===== src/sv/assert_macros.svh =====
// Assertion macros shared by the validator RTL.
// Depends on nothing; expects clk and rst in the scope of each use.
`ifndef ASSERT_MACROS_SVH
`define ASSERT_MACROS_SVH

// Clocked assertion, disabled while rst is high.
`define ASSERT_CLK(lbl, prop, msg) \
  lbl: assert property (@(posedge clk) disable iff (rst) prop) else $error(msg);

// Clocked assertion that also holds during reset.
`define ASSERT_ALWAYS(lbl, prop, msg) \
  lbl: assert property (@(posedge clk) prop) else $error(msg);

`endif


===== src/sv/u8v_pkg.sv =====
// Shared types, constants and code point checks for the UTF-8 validator.
// No dependencies.
package u8v_pkg;

  localparam logic [20:0] CP_MIN_2B   = 21'h00080;
  localparam logic [20:0] CP_MIN_3B   = 21'h00800;
  localparam logic [20:0] CP_MIN_4B   = 21'h10000;
  localparam logic [20:0] CP_MAX      = 21'h10FFFF;
  localparam logic [20:0] CP_SURR_LO  = 21'h0D800;
  localparam logic [20:0] CP_SURR_HI  = 21'h0DFFF;
  localparam logic [20:0] CP_CTRL_TOP = 21'h0001F;
  localparam logic [20:0] CP_DEL      = 21'h0007F;

  // Continuation byte counts of a sequence
  localparam logic [1:0] EXTRA_NONE  = 2'd0;
  localparam logic [1:0] EXTRA_ONE   = 2'd1;
  localparam logic [1:0] EXTRA_TWO   = 2'd2;
  localparam logic [1:0] EXTRA_THREE = 2'd3;

  typedef struct packed {
    logic [1:0]  pending;
    logic [1:0]  seq_len;
    logic [20:0] cp;
    logic        failed;
  } u8v_state_t;

  // True when a completed code point is acceptable for its encoded length.
  function automatic logic cp_ok(input logic [20:0] cp, input logic [1:0] extra);
    logic ok;
    ok = 1'b1;
    if (extra == EXTRA_ONE   && cp < CP_MIN_2B) ok = 1'b0;
    if (extra == EXTRA_TWO   && cp < CP_MIN_3B) ok = 1'b0;
    if (extra == EXTRA_THREE && cp < CP_MIN_4B) ok = 1'b0;
    if (cp > CP_MAX) ok = 1'b0;
    if (cp inside {[CP_SURR_LO:CP_SURR_HI]}) ok = 1'b0;
    if (cp <= CP_CTRL_TOP || cp == CP_DEL) ok = 1'b0;
    return ok;
  endfunction

endpackage


===== src/sv/u8v_in_stage.sv =====
// Input register for the byte channel of the UTF-8 validator.
// Depends on nothing beyond the handshake from the top level.
module u8v_in_stage (
  input  logic       clk,
  input  logic       rst,
  input  logic       data_valid,
  output logic       data_ready,
  input  logic [7:0] data_byte,
  input  logic       last_byte,
  input  logic       advance,
  output logic       beat_valid,
  output logic [7:0] beat_byte,
  output logic       beat_last
);

  // Free when empty or when the held beat moves on this cycle
  assign data_ready = !beat_valid || advance;

  always_ff @(posedge clk) begin
    if (rst) begin
      beat_valid <= 1'b0;
    end else if (data_ready) begin
      beat_valid <= data_valid;
    end
    if (data_ready && data_valid) begin
      beat_byte <= data_byte;
      beat_last <= last_byte;
    end
  end

endmodule


===== src/sv/u8v_step.sv =====
// Per-byte decode step: next decoder state from current state and one byte.
// Depends on u8v_pkg.
module u8v_step (
  input  u8v_pkg::u8v_state_t st,
  input  logic [7:0]          c,
  output u8v_pkg::u8v_state_t nxt
);

  logic [20:0] cp_shift;

  assign cp_shift = {st.cp[14:0], c[5:0]};

  always_comb begin
    nxt = st;
    if (!st.failed) begin
      if (st.pending == u8v_pkg::EXTRA_NONE) begin
        if (!c[7]) begin
          if (!u8v_pkg::cp_ok({13'd0, c}, u8v_pkg::EXTRA_NONE)) nxt.failed = 1'b1;
        end else if (c[7:5] == 3'b110) begin
          nxt.cp      = {16'd0, c[4:0]};
          nxt.seq_len = u8v_pkg::EXTRA_ONE;
          nxt.pending = u8v_pkg::EXTRA_ONE;
        end else if (c[7:4] == 4'b1110) begin
          nxt.cp      = {17'd0, c[3:0]};
          nxt.seq_len = u8v_pkg::EXTRA_TWO;
          nxt.pending = u8v_pkg::EXTRA_TWO;
        end else if (c[7:3] == 5'b11110) begin
          // F5..F7 pass here and fail on the range check at the end
          nxt.cp      = {18'd0, c[2:0]};
          nxt.seq_len = u8v_pkg::EXTRA_THREE;
          nxt.pending = u8v_pkg::EXTRA_THREE;
        end else begin
          nxt.failed = 1'b1;
        end
      end else if (c[7:6] != 2'b10) begin
        nxt.failed = 1'b1;
      end else if (st.pending == u8v_pkg::EXTRA_ONE) begin
        // sequence complete
        if (!u8v_pkg::cp_ok(cp_shift, st.seq_len)) nxt.failed = 1'b1;
        nxt.pending = u8v_pkg::EXTRA_NONE;
        nxt.seq_len = u8v_pkg::EXTRA_NONE;
        nxt.cp      = '0;
      end else begin
        nxt.cp      = cp_shift;
        nxt.pending = st.pending - 2'd1;
      end
    end
  end

endmodule


===== src/sv/strict_utf8_validator.sv =====
// Strict UTF-8 string validator: top level with decoder state and verdict register.
// Depends on u8v_pkg, u8v_in_stage, u8v_step and assert_macros.svh.
//
//  channel  dir  handshake                  payload
//  data     in   data_valid / data_ready    data_byte[7:0], last_byte
//  result   out  result_valid / result_ready string_valid
//
// One byte a cycle unless a last beat is held; verdicts are registered outputs.
// Throughput is set by the single decode step between input and state registers.
// Only a last beat waits on the result register; other beats never stall.
// rst clears the decoder state, the input stage and the result valid flag.
`include "assert_macros.svh"

module strict_utf8_validator (
  input  logic       clk,
  input  logic       rst,
  input  logic       data_valid,
  output logic       data_ready,
  input  logic [7:0] data_byte,
  input  logic       last_byte,
  output logic       result_valid,
  input  logic       result_ready,
  output logic       string_valid
);

  logic                beat_valid;
  logic [7:0]          beat_byte;
  logic                beat_last;
  logic                advance;
  u8v_pkg::u8v_state_t state;
  u8v_pkg::u8v_state_t state_next;
  logic                verdict;

  u8v_in_stage u_in (
    .clk        (clk),
    .rst        (rst),
    .data_valid (data_valid),
    .data_ready (data_ready),
    .data_byte  (data_byte),
    .last_byte  (last_byte),
    .advance    (advance),
    .beat_valid (beat_valid),
    .beat_byte  (beat_byte),
    .beat_last  (beat_last)
  );

  u8v_step u_step (
    .st  (state),
    .c   (beat_byte),
    .nxt (state_next)
  );

  assign advance = beat_valid && (!beat_last || !result_valid || result_ready);
  assign verdict = !state_next.failed && (state_next.pending == u8v_pkg::EXTRA_NONE);

  always_ff @(posedge clk) begin
    if (rst) begin
      state        <= '0;
      result_valid <= 1'b0;
    end else begin
      if (advance) begin
        // a verdict ends the string: back to reset state
        state <= beat_last ? '0 : state_next;
      end
      if (advance && beat_last) begin
        result_valid <= 1'b1;
      end else if (result_ready) begin
        result_valid <= 1'b0;
      end
    end
    if (advance && beat_last) begin
      string_valid <= verdict;
    end
  end

  `ASSERT_CLK(a_pending_le_len,
    state.pending <= state.seq_len,
    "pending count exceeds sequence length")
  `ASSERT_CLK(a_clear_after_last,
    advance && beat_last |=> state == '0,
    "state not cleared after last beat")
  `ASSERT_CLK(a_result_from_last,
    $rose(result_valid) |-> $past(advance && beat_last),
    "result raised without a last beat")
  `ASSERT_CLK(a_stall_only_on_last,
    !data_ready |-> beat_valid && beat_last && result_valid && !result_ready,
    "input stalled without a blocked verdict")

endmodule


===== config.mk =====
export PLATFORM = sky130hd
export DESIGN_NAME = strict_utf8_validator
export DESIGN_NICKNAME = d
export VERILOG_FILES = /design/src/sv/u8v_pkg.sv /design/src/sv/u8v_in_stage.sv /design/src/sv/u8v_step.sv /design/src/sv/strict_utf8_validator.sv
export VERILOG_INCLUDE_DIRS = /design/src /design/src/sv
export SDC_FILE = /design/constraint.sdc
export NUM_CORES = 1
export LEC_CHECK = 0
export ABC_AREA = 0
export BUFFER_PORTS_ARGS = -buffer_cell sky130_fd_sc_hd__buf_2
export CAP_MARGIN = 0
export CELL_PAD_IN_SITES_DETAIL_PLACEMENT = 1
export CELL_PAD_IN_SITES_GLOBAL_PLACEMENT = 2
export CORE_ASPECT_RATIO = 1.1
export CORE_UTILIZATION = 36
export CTS_CLUSTER_DIAMETER = 80
export DETAILED_ROUTE_END_ITERATION = 12
export PLACE_DENSITY = 0.76
export RECOVER_POWER = 100
export SLEW_MARGIN = 15
export SYNTH_ARGS = -nofsm -noshare
export SYNTH_HDL_FRONTEND = slang
export SYNTH_SLANG_ARGS = --single-unit

===== constraint.sdc =====
create_clock -name clk -period 2.3 [get_ports clk]
set_input_delay 0.69 -clock clk [delete_from_list [all_inputs] [get_ports clk]]
set_output_delay 0.69 -clock clk [all_outputs]
set_load 0.03 [all_outputs]

==> results.py <==
metrics = {
    "timing": {
        "finalMaxSlewViolations": 0,
        "rsz0062_at_grt": "no",
        "finalSetupTns_ns": 0,
        "clock_skew_ns": 0.00853,
        "slew_headroom": 0.296,
        "worst_slew_pin_slew_ns": 1.05,
        "fin_crit_ns": 2.07,
        "report.final.hold_viol_count": 0,
        "max_freq_mhz": 482,
        "finalSetupViolations": 0,
        "period_share": 0.901,
        "setup_slack_ns": 0.227,
    },
    "power_and_ir_drop": {
        "total_power_mw": 1.15,
        "peakVddDrop_mv": 0.445,
        "cellLeakagePower_nw": 0.670,
        "powerDensity_nw_per_um2": 625,
    },
    "cells_and_area": {
        "final_common_cell": "nand2_1",
        "area_delta_synth_final_pct": 14.8,
        "drive_gt1_frac": 0.165,
        "layout.nets": 214,
        "layout_common_cells": "nand2_1, dfxtp_1, mux2i_1, buf_2, edfxtp_1",
        "n_antenna_cell": 0,
    },
    "min_path": {
        "holdCritStartpoint": "state[12]$_SDFFE_PP0P_",
        "hold_depth": 2,
        "min_path_type": "reg2reg",
        "hold_end": "state[12]$_SDFFE_PP0P_",
    },
    "critical_path": {
        "worstSetupEndpointType": "primary output",
        "r2r-start": "state[24]$_SDFFE_PP0P_",
        "crit_type": "in2out",
        "crit_slowest_cell": "clkbuf_1",
        "reg2reg_depth": 6,
        "required_ns": 1.61,
        "cpPeakStageDelay_ns": 0.23,
        "startpoint_type": "input port",
        "worstPathArrival_ns": 1.38,
        "rrSetupSlack_ns": 0.26,
        "timing.rr.end": "string_valid$_DFFE_PP_",
        "crit_path_cell_trace": "buf_2 -> nor2b_1 -> nand3_1 -> clkbuf_1",
        "path_max_fanout": 3,
    },
    "clocking": {
        "cts_buffers": 5,
        "clk_pin_slew_ns": 0.07,
        "clockBufferDepth": 2,
        "post-cts-setup-buffer-count": 0,
        "clockRootBuffer": "clkbuf_8",
        "postCtsHoldBufs": 0,
        "clk_latency_ns": 0.29,
        "ctsHtreeMaxLevel": 2,
        "cts_tree": "built",
        "clock-sinks": 32,
    },
    "status": {
        "status": "completed",
    },
    "synth": {
        "synth.distinct_cells": 47,
        "syn_area_um2": 1600,
        "syn_inst": 174,
        "synth-edff-count": 10,
        "yosys_warnings": 0,
        "synth_seq_cells": 32,
        "synthArstFlopShare": 0,
        "syn-num-nets": 189,
        "synth.avg_cell_area_um2": 9.21,
        "synth_seq_area_share": 0.462,
        "yosys_most_used_dff": "dfxtp_1",
    },
    "grt": {
        "grt_first_pass_wirelength_um": 6480,
        "grt.total_usage": 0.187,
        "grt_antenna_before_repair": 0,
        "grt.overflow.total": 0,
        "grt_pass1_vias": 1384,
        "grt_start_max_net_pins": 19,
    },
    "placed_design": {
        "port_buffers": 15,
        "place_congestion": 0.844,
        "hpwlAfterDp_um": 3010,
        "place_ws_ns": 0.0984,
    },
    "route": {
        "drcViolationCount": 0,
        "drtIter0Drc": 54,
        "final_antenna_net_count": 0,
        "post_drt_wl_per_cell_um": 15.4,
        "routed_wirelength_um": 3920,
        "routed-via-count": 1330,
        "dr.pass1.iters": 4,
        "viasPerCell": 5.24,
    },
    "job": {
        "drv_cap": 0,
    },
    "floorplanning": {
        "core_um2": 4290,
        "die_h_um": 72.0,
        "die_area_um2": 4720,
        "rows": 25,
        "ioPinCount": 16,
        "start_util": 0.374,
        "die_w_um": 65.6,
    },
}
## timing repair
action / 4_1_cts / 5_1_grt
resized for setup: 0 / 1
endpoints found under the hold margin: 0 / 0
setup endpoints to repair: 0 / 15
## layout make-up
type	instances	area, µm²
Multi-Input combinational cell	130	792
Clock buffer	7	76.3
Fill cell	518	2450
Sequential cell	32	741
Clock inverter	1	5.00
Tap cell	54	67.6
Timing Repair Buffer	24	135
Inverter	6	22.5
## sequential cells by signal, summed over array words and instances (netlist names)
register	cells
string_valid	1
result_valid	1
u_in.beat_byte	8
u_in.beat_last	1
state	20
u_in.beat_valid	1
## worst max-delay path by stage
stage                                start  slack, ns                      to
CTS                 state[25]$_SDFFE_PP0P_       0.08  state[14]$_SDFFE_PP0P_
global route        state[25]$_SDFFE_PP0P_       0.11  string_valid$_DFFE_PP_
detailed placement  state[25]$_SDFFE_PP0P_        0.1  state[14]$_SDFFE_PP0P_
global placement    state[25]$_SDFFE_PP0P_       0.20   state[2]$_SDFFE_PP0P_
floorplan                     result_ready       0.47              data_ready
finish                        result_ready       0.23              data_ready
## report_power, final
part	internal [mW]	switching (mW)	total, mW
clock	0.212	0.201	0.412
combinational	0.0519	0.0715	0.123
sequential	0.599	0.0149	0.614
total	0.863	0.287	1.15
## per-stage QoR
| step | instances | util | hold slack [ns] | instance area [µm²] |
|---|---|---|---|---|
| floorplan | 174 | - | 0.434 | 1600 |
| global placement | 246 | 0.414 | 0.443 | 1770 |
| detailed placement | 246 | 0.414 | 0.467 | 1770 |
| CTS | 254 | 0.433 | 0.476 | 1850 |
| global route | 254 | 0.429 | 0.491 | 1840 |
| finish | 254 | 0.429 | 0.470 | 1840 |
## cell usage after synthesis (2+ instances only)
master | instances | area (µm²)
a21o_1 | 2 | 15.0
a21oi_1 | 6 | 30.0
a31oi_1 | 3 | 18.8
and2_1 | 3 | 18.8
buf_2 | 2 | 10.0
buf_4 | 2 | 15.0
dfxtp_1 | 22 | 440
edfxtp_1 | 10 | 300
ha_1 | 2 | 25.0
inv_1 | 5 | 18.8
mux2i_1 | 17 | 170
nand2_1 | 41 | 154
nand2b_1 | 2 | 12.5
nand3_1 | 6 | 30.0
nand4_1 | 3 | 18.8
nor2_1 | 8 | 30.0
nor2_2 | 2 | 12.5
nor2b_1 | 2 | 12.5
nor3_1 | 4 | 20.0
o21ai_0 | 5 | 25.0
## layer usage
metal | vias to the layer above | GRT usage | part of all wire
met1 | 643 | 0.214 | 0.45
met3 | 5 | 0.0472 | 0.023
met2 | 13 | 0.320 | 0.50
li1 | 669 | - | -
met4 | 0 | 0.0894 | 0.019
met5 | - | 0 | 0
## worst max-delay path: cells and delay by family
kind                   cells  cell delay [ns]
AND/OR/NAND/NOR            2             0.35
buffers and inverters      2             0.34
## cells by family (layout without fill, tap and decap cells)
kind of cell | count (synthesis) | count (layout) | synth area share
multiplexers | 17 | 17 | 0.106
AND/OR/NAND/NOR | 83 | 83 | 0.256
flip-flops | 32 | 32 | 0.462
AO/OA/AOI/OAI | 28 | 28 | 0.121
adder cells (fa/ha/maj) | 2 | 2 | 0.0156
buffers and inverters | 12 | 38 | 0.0390
Power figures use the tool's default switching activity.
